==> src/hdl/dbnc_pkg.sv <==
// dbnc_pkg: shared types and constants for the multichannel input debouncer
// no dependencies; imported by every module of the block
`timescale 1ns / 1ps

package dbnc_pkg;

    // configuration port geometry
    localparam int DEBOUNCE_W = 16;
    localparam int CFG_IDX_W  = 8;
    localparam int CFG_DATA_W = 16;

    // register indexes
    localparam logic [CFG_IDX_W-1:0] REG_DEBOUNCE_TIME = 8'd0;
    localparam logic [CFG_IDX_W-1:0] REG_MANUAL_MODE   = 8'd1;

    // register reset values
    localparam logic [DEBOUNCE_W-1:0] DEBOUNCE_TIME_RST = 16'd20;
    localparam logic                  MANUAL_MODE_RST   = 1'b1;

    // per-transaction control broadcast to every lane
    typedef struct packed {
        logic accept;
        logic seed;
        logic manual;
    } t_lane_ctl;

    // what one lane found for the current transaction
    typedef struct packed {
        logic stable;
        logic toggle;
    } t_lane_res;

endpackage

==> src/hdl/dbnc_lane.sv <==
// dbnc_lane: one debounce channel, holding its last raw bit, stable bit and change time
// depends on dbnc_pkg
`timescale 1ns / 1ps

module dbnc_lane #(
    parameter int TIME_BITS = 32
) (
    input  logic                           i_clk,
    input  logic                           i_rst_n,
    input  dbnc_pkg::t_lane_ctl            i_ctl,
    input  logic [dbnc_pkg::DEBOUNCE_W-1:0] i_debounce_time,
    input  logic                           i_raw,
    input  logic [TIME_BITS-1:0]           i_now,
    output dbnc_pkg::t_lane_res            o_res
);
    import dbnc_pkg::*;

    logic                 r_prev;
    logic                 r_deb;
    logic [TIME_BITS-1:0] r_change_time;

    logic                 n_prev;
    logic                 n_deb;
    logic [TIME_BITS-1:0] n_change_time;

    logic                 w_chg;
    logic [TIME_BITS-1:0] w_ct;
    logic [TIME_BITS-1:0] w_elapsed;
    logic                 w_take;

    // change time seen by this transaction, then the elapsed-time check
    always_comb begin
        w_chg     = i_raw != r_prev;
        w_ct      = w_chg ? i_now : r_change_time;
        w_elapsed = i_now - w_ct;
        w_take    = (i_raw != r_deb) && (w_elapsed >= TIME_BITS'(i_debounce_time));
    end

    // next state: seeding copies the sample, otherwise debounce
    always_comb begin
        n_prev        = i_raw;
        n_change_time = i_ctl.seed ? i_now : w_ct;
        if (i_ctl.seed) begin
            n_deb = i_raw;
        end else begin
            n_deb = w_take ? i_raw : r_deb;
        end
    end

    assign o_res.stable = n_deb;
    assign o_res.toggle = i_ctl.accept && !i_ctl.seed && w_take && i_raw && i_ctl.manual;

    // lane control state
    always_ff @(posedge i_clk) begin
        if (!i_rst_n) begin
            r_prev <= 1'b0;
            r_deb  <= 1'b0;
        end else if (i_ctl.accept) begin
            r_prev <= n_prev;
            r_deb  <= n_deb;
        end
    end

    // change time holds no reset: the seeding transaction writes it first
    always_ff @(posedge i_clk) begin
        if (i_ctl.accept) begin
            r_change_time <= n_change_time;
        end
    end

    // a toggle only ever comes with a newly high stable bit
    a_toggle_high: assert property (@(posedge i_clk) disable iff (!i_rst_n)
        o_res.toggle |-> (o_res.stable && !r_deb))
        else $error("toggle without rising stable bit");

    // seeding never requests a toggle
    a_seed_quiet: assert property (@(posedge i_clk) disable iff (!i_rst_n)
        (i_ctl.accept && i_ctl.seed) |-> !o_res.toggle)
        else $error("toggle on seeding transaction");

    // a raw edge records the current tick
    a_edge_time: assert property (@(posedge i_clk) disable iff (!i_rst_n)
        (i_ctl.accept && (i_raw != r_prev)) |=> (r_change_time == $past(i_now)))
        else $error("change time not recorded on raw edge");

endmodule

==> src/hdl/dbnc_merge.sv <==
// dbnc_merge: gathers the lane results into output masks behind an output register and skid stage
// depends on dbnc_pkg
`timescale 1ns / 1ps

module dbnc_merge #(
    parameter int CHANNELS = 16
) (
    input  logic                i_clk,
    input  logic                i_rst_n,
    input  logic                i_accept,
    input  dbnc_pkg::t_lane_res i_lane [CHANNELS],
    input  logic                i_stall,
    output logic                o_valid,
    output logic                o_in_stall,
    output logic [CHANNELS-1:0] o_stable_inputs,
    output logic [CHANNELS-1:0] o_toggle_request
);
    import dbnc_pkg::*;

    logic [CHANNELS-1:0] w_stable;
    logic [CHANNELS-1:0] w_toggle;
    logic                w_out_fire;

    logic                r_out_valid;
    logic [CHANNELS-1:0] r_out_stable;
    logic [CHANNELS-1:0] r_out_toggle;
    logic                r_skid_valid;
    logic [CHANNELS-1:0] r_skid_stable;
    logic [CHANNELS-1:0] r_skid_toggle;

    // pack lane findings into masks
    always_comb begin
        for (int ch = 0; ch < CHANNELS; ch++) begin
            w_stable[ch] = i_lane[ch].stable;
            w_toggle[ch] = i_lane[ch].toggle;
        end
    end

    assign w_out_fire = r_out_valid && !i_stall;

    // output register valid flags
    always_ff @(posedge i_clk) begin
        if (!i_rst_n) begin
            r_out_valid  <= 1'b0;
            r_skid_valid <= 1'b0;
        end else if (!r_out_valid || w_out_fire) begin
            if (r_skid_valid) begin
                r_out_valid  <= 1'b1;
                r_skid_valid <= 1'b0;
            end else begin
                r_out_valid  <= i_accept;
            end
        end else if (i_accept) begin
            r_skid_valid <= 1'b1;
        end
    end

    // output and skid payload
    always_ff @(posedge i_clk) begin
        if (!r_out_valid || w_out_fire) begin
            if (r_skid_valid) begin
                r_out_stable <= r_skid_stable;
                r_out_toggle <= r_skid_toggle;
            end else if (i_accept) begin
                r_out_stable <= w_stable;
                r_out_toggle <= w_toggle;
            end
        end else if (i_accept) begin
            r_skid_stable <= w_stable;
            r_skid_toggle <= w_toggle;
        end
    end

    assign o_valid          = r_out_valid;
    assign o_in_stall       = r_skid_valid;
    assign o_stable_inputs  = r_out_stable;
    assign o_toggle_request = r_out_toggle;

    // the skid stage only ever holds data behind a full output register
    a_skid_behind_out: assert property (@(posedge i_clk) disable iff (!i_rst_n)
        r_skid_valid |-> r_out_valid)
        else $error("skid full with empty output register");

    // skid fills only when the output was stalled
    a_skid_fill: assert property (@(posedge i_clk) disable iff (!i_rst_n)
        $rose(r_skid_valid) |-> $past(r_out_valid && i_stall && i_accept))
        else $error("skid loaded without output stall");

    // output drains when nothing new arrives
    a_drain: assert property (@(posedge i_clk) disable iff (!i_rst_n)
        (w_out_fire && !r_skid_valid && !i_accept) |=> !r_out_valid)
        else $error("stale transaction left in output register");

endmodule

==> src/hdl/multichannel_input_debouncer_top.sv <==
// multichannel_input_debouncer_top: per-channel debounce lanes, merge stage and configuration registers
// depends on dbnc_pkg, dbnc_lane and dbnc_merge
// an accepted transaction's result is registered in the output register (in the skid stage if the output is stalled)
// throughput: one transaction per cycle while o_stall is low; all channels are evaluated in parallel lanes
// o_stall rises only while the skid stage holds a result behind a stalled output
// reset (synchronous, active low) clears seeding, lane levels and registers to defaults
`timescale 1ns / 1ps

module multichannel_input_debouncer_top #(
    parameter int CHANNELS  = 16,
    parameter int TIME_BITS = 32
) (
    input  logic                           i_clk,
    input  logic                           i_rst_n,
    // input channel
    input  logic                           i_valid,
    output logic                           o_stall,
    input  logic [CHANNELS-1:0]            i_raw_inputs,
    input  logic [TIME_BITS-1:0]           i_time_now,
    // output channel
    output logic                           o_valid,
    input  logic                           i_stall,
    output logic [CHANNELS-1:0]            o_stable_inputs,
    output logic [CHANNELS-1:0]            o_toggle_request,
    // configuration write channel
    input  logic                           i_cfg_valid,
    output logic                           o_cfg_ready,
    input  logic [dbnc_pkg::CFG_IDX_W-1:0]  i_cfg_index,
    input  logic [dbnc_pkg::CFG_DATA_W-1:0] i_cfg_data
);
    import dbnc_pkg::*;

    logic                  r_seeded;
    logic [DEBOUNCE_W-1:0] r_debounce_time;
    logic                  r_manual_mode;

    logic                  w_accept;
    t_lane_ctl             w_ctl;
    t_lane_res             w_lane [CHANNELS];

    assign w_accept    = i_valid && !o_stall;
    assign o_cfg_ready = 1'b1;

    assign w_ctl.accept = w_accept;
    assign w_ctl.seed   = !r_seeded;
    assign w_ctl.manual = r_manual_mode;

    // first transaction seeds the lanes
    always_ff @(posedge i_clk) begin
        if (!i_rst_n) begin
            r_seeded <= 1'b0;
        end else if (w_accept) begin
            r_seeded <= 1'b1;
        end
    end

    // configuration registers
    always_ff @(posedge i_clk) begin
        if (!i_rst_n) begin
            r_debounce_time <= DEBOUNCE_TIME_RST;
            r_manual_mode   <= MANUAL_MODE_RST;
        end else if (i_cfg_valid && o_cfg_ready) begin
            case (i_cfg_index)
                REG_DEBOUNCE_TIME: r_debounce_time <= i_cfg_data[DEBOUNCE_W-1:0];
                REG_MANUAL_MODE:   r_manual_mode   <= i_cfg_data[0];
                default: ;
            endcase
        end
    end

    // one lane per channel
    for (genvar g = 0; g < CHANNELS; g++) begin : g_lane
        dbnc_lane #(
            .TIME_BITS (TIME_BITS)
        ) u_lane (
            .i_clk           (i_clk),
            .i_rst_n         (i_rst_n),
            .i_ctl           (w_ctl),
            .i_debounce_time (r_debounce_time),
            .i_raw           (i_raw_inputs[g]),
            .i_now           (i_time_now),
            .o_res           (w_lane[g])
        );
    end

    // merge lane results into the output transaction
    dbnc_merge #(
        .CHANNELS (CHANNELS)
    ) u_merge (
        .i_clk            (i_clk),
        .i_rst_n          (i_rst_n),
        .i_accept         (w_accept),
        .i_lane           (w_lane),
        .i_stall          (i_stall),
        .o_valid          (o_valid),
        .o_in_stall       (o_stall),
        .o_stable_inputs  (o_stable_inputs),
        .o_toggle_request (o_toggle_request)
    );

endmodule
==> config.mk <==
export PLATFORM = sky130hd
export DESIGN_NAME = multichannel_input_debouncer_top
export DESIGN_NICKNAME = d
export VERILOG_FILES = /design/src/hdl/dbnc_pkg.sv /design/src/hdl/dbnc_lane.sv /design/src/hdl/dbnc_merge.sv /design/src/hdl/multichannel_input_debouncer_top.sv
export SDC_FILE = /design/constraint.sdc
export NUM_CORES = 2
export LEC_CHECK = 0
export ABC_AREA = 0
export BUFFER_PORTS_ARGS = -buffer_cell sky130_fd_sc_hd__buf_2
export CORE_MARGIN = 2
export CORE_UTILIZATION = 55
export CTS_CLUSTER_SIZE = 14
export DETAILED_ROUTE_END_ITERATION = 8
export PLACE_DENSITY = 0.74
export SLEW_MARGIN = 20
export SYNTH_ARGS = -nofsm -noshare
export SYNTH_HDL_FRONTEND = slang
export SYNTH_SLANG_ARGS = --single-unit
export TNS_END_PERCENT = 1
==> constraint.sdc <==
create_clock -name i_clk -period 25.1 [get_ports i_clk]
set_input_delay 5.02 -clock i_clk [delete_from_list [all_inputs] [get_ports i_clk]]
set_output_delay 5.02 -clock i_clk [all_outputs]
set_load 0.1 [all_outputs]
==> flow_summary.yaml <==
run_status:
  status: "finished, final reports clean"
routing:
  wl_per_cell_um: 27.6
  drt-initial-drc-count: 9806
  viasPerCell: 6.95
  drt-pass1-iter-count: 9
  drt-met1-wl_mm: 109
  route.met2.wl_mm: 117
  drtAntennaViolNets: 0
  via_count: 71516
  wl_mm: 283
  drc: 0
  top_layer: "met5"
  dr_wl_met3_mm: 30.8
floorplan:
  dieHeight_um: 365
  fp-row-count: 132
  core_sq_um: 129000
  initial_core_util_pct: 55.3
  io_pins: 112
  die_area_sq_um: 133000
  die_w_um: 365
placed_design:
  dp_hpwl_mm: 195
  gp_congestion: 1.02
  port_buffers: 110
  pre_cts_ws_ns: 13.74
  dp.cells: 10121
  placed_area_sq_um: 73700
clocking:
  cts_max_path_buffers: 3
  numCtsBuffers: 81
  cts_root_buf: "clkbuf_16"
  clkSinkCount: 628
  insertion_delay_ns: 0.73
  tritoncts: "built"
  cts_setup_buffers: 0
  cts_resized: 0
  hold_buffers: 0
  clk_pin_slew_ns: 0.06
  ctsHtreeMaxLevel: 3
power:
  power_density_nw_per_um2: 62.5
  swShare_pct: 41.7
  p_leak_nw: 29.9
  p_int_w: 0.00278
  pwr-share-comb_pct: 47.2
  max-vdd-ir-drop_v: 0.0000625
  power_frac_clock_pct: 25.6
  p_seq_share_pct: 27.2
  power.switching_w: 0.00199
cells_and_area:
  design_area_sq_um: 76400
  final_nets: 9131
  final_cells: 10287
  layout-drive-gt1-share_pct: 8.49
  syn_to_final_growth_pct: 6.81
  fillerInstances: 11702
synthesis:
  seq_area_frac_synth_pct: 25.6
  ys_types: 116
  yosys.area.top_type: "edfxtp_1"
  synth_top_area_share_pct: 24.2
  synth-edff-count: 576
  synth.avg_cell_area_sq_um: 8.28
  syn_nets: 9307
  synthFlopType: "edfxtp_1"
  synth_warnings: 0
  ys_async_sr_fraction_pct: 0
  synthesis.area_sq_um: 71600
  ys_seq_elements: 628
  synth_cells: 8638
  yosys-top-cells-count: "a21oi_1, nand2_1, nor2_1"
  synth_most_common_cell: "a21oi_1"
  synth_area_leaders: "edfxtp_1, ha_1, a21oi_1"
worst_setup_path:
  path_class: "in -> reg"
  r2r-start: "g_lane[4].u_lane.r_prev"
  worstSetupEndpointType: "register"
  worstSetupStartpointType: "primary input"
  critPathLaunch: "i_raw_inputs[1]"
  cp.arrival_ns: 11.27
  worstPathMaxFanout: 41
  required_ns: 25.56
timing:
  finalCritPeriodShare_pct: 43.1
  slew-limit-headroom_pct: 20.9
  fin_ws_ns: 14.29
  hold_ws_ns: 0.477
  fin_skew_ns: 0.0339
  rsz0062_at_grt: "false"
  hold_viol: 0
  worstMarginPinSlew_ns: 1.19
  fmax_ghz: 0.0925
  setup-tns-final_ns: 0
  timing.final.max_slew_violations: 0
  post-route-min-period_ns: 10.81
  setup-violations-final: 0
global_routing:
  antenna_found_initial: 27
  grt.overflow.total: 0
  grt_pass1_vias: 66234
  grt_max_degree: 165
  grt_pass1_wl_mm: 415
  grtUsageTotal_pct: 41.4
worst_hold_path:
  hold_class: "reg -> reg"
  min_from: "g_lane[8].u_lane.r_deb"
run:
  cap_violations: 0
worst max-delay path, cell delays in order:
cell,delay [ns]
buf_2,0.32
xnor2_2,0.15
buf_4,0.48
nand2_1,0.10
o21ai_0,0.14
ha_1,0.28
inv_1,0.11
ha_1,0.22
nor2_1,0.15
a31oi_1,0.15
o211a_1,0.27
o21ai_1,0.49
nand2_1,0.20
xor2_1,0.19
ha_1,0.30
a21o_1,0.16
a2111oi_0,0.39
o221ai_1,0.20
or3_1,0.34
a311oi_1,0.25
o2111a_1,0.23
o2111ai_1,0.14
nor4_2,0.57
a2111oi_1,0.21
a21o_1,0.20
state kept, by name (all words and copies together) (netlist names), 16 cells and up:
register                     cells
r_debounce_time                 16
u_merge.o_toggle_request        16
g_lane.u_lane.r_prev            16
g_lane.u_lane.r_change_time    512
u_merge.r_skid_toggle           16
g_lane.u_lane.r_deb             16
u_merge.r_skid_stable           16
u_merge.o_stable_inputs         16
placed cells by master, fill, tap and decap left out, types with 211 or more instances in the layout:
master,instances
a21oi_1,933
nand2_1,748
ha_1,592
edfxtp_1,576
nor2_1,572
o21ai_0,518
mux2i_1,385
inv_1,231
nor2b_1,226
a21o_1,211
worst paths after layout:
check,end,slack (ns),cells after the start
worst max-delay path,u_merge.o_toggle_request[1],14.29,25
worst min-delay path,g_lane[8].u_lane.r_deb,0.48,2
worst max register to register,u_merge.o_stable_inputs[4],18.45,26
worst min register to register,g_lane[8].u_lane.r_deb,0.48,2
through the flow:
| stage | util (%) | total power (W) |
|---|---|---|
| 2_1_floorplan | - | 0.00296 |
| 3_3_place_gp | 57.0 | 0.00346 |
| 3_5_place_dp | 57.0 | 0.00350 |
| 4_1_cts | 59.1 | 0.00472 |
| 5_1_grt | 59.1 | 0.00503 |
| 6_report | 59.1 | 0.00478 |
cells by family (layout without fill, tap and decap cells):
logic type | Yosys count | after routing | share of synthesized area (%)
adder cells (fa/ha/maj) | 689 | 689 | 11.7
AND/OR/NAND/NOR | 2693 | 2693 | 18.9
flip-flops | 628 | 628 | 25.6
buffers and inverters | 766 | 656 | 4.31
XOR/XNOR | 444 | 444 | 5.46
other | 1 | 18 | 0.00524
multiplexers | 528 | 528 | 7.64
AO/OA/AOI/OAI | 2889 | 2889 | 26.4
routing by layer:
layer / vias to the layer above / global-route usage (%)
met5: - / 0.690
met4: 2 / 32.6
met3: 934 / 8.66
met2: 4037 / 60.6
met1: 34031 / 52.9
li1: 32512 / -
power by group through the flow:
stage / logic, W / registers (W) / clock network, W
2_1_floorplan: 0.00161 / 0.00135 / 0
3_3_place_gp: 0.00215 / 0.00132 / 0
3_5_place_dp: 0.00218 / 0.00132 / 0
4_1_cts: 0.00219 / 0.00130 / 0.00123
5_1_grt: 0.00245 / 0.00131 / 0.00126
6_report: 0.00226 / 0.00130 / 0.00122
cell type report:
type                    count  area, sq um  share of cell area [%]
multi-input cells        7244        50500                    66.1
clock buffers             105         2290                    3.00
clock inverters            44          419                   0.548
flip-flops and latches    628        18300                    24.0
well taps                1742         2180                    2.85
diodes                     17         42.5                  0.0557
repair buffers            255         1690                    2.21
inverters                 252          953                    1.25
Note: power is estimated with default switching activity, not from simulation.
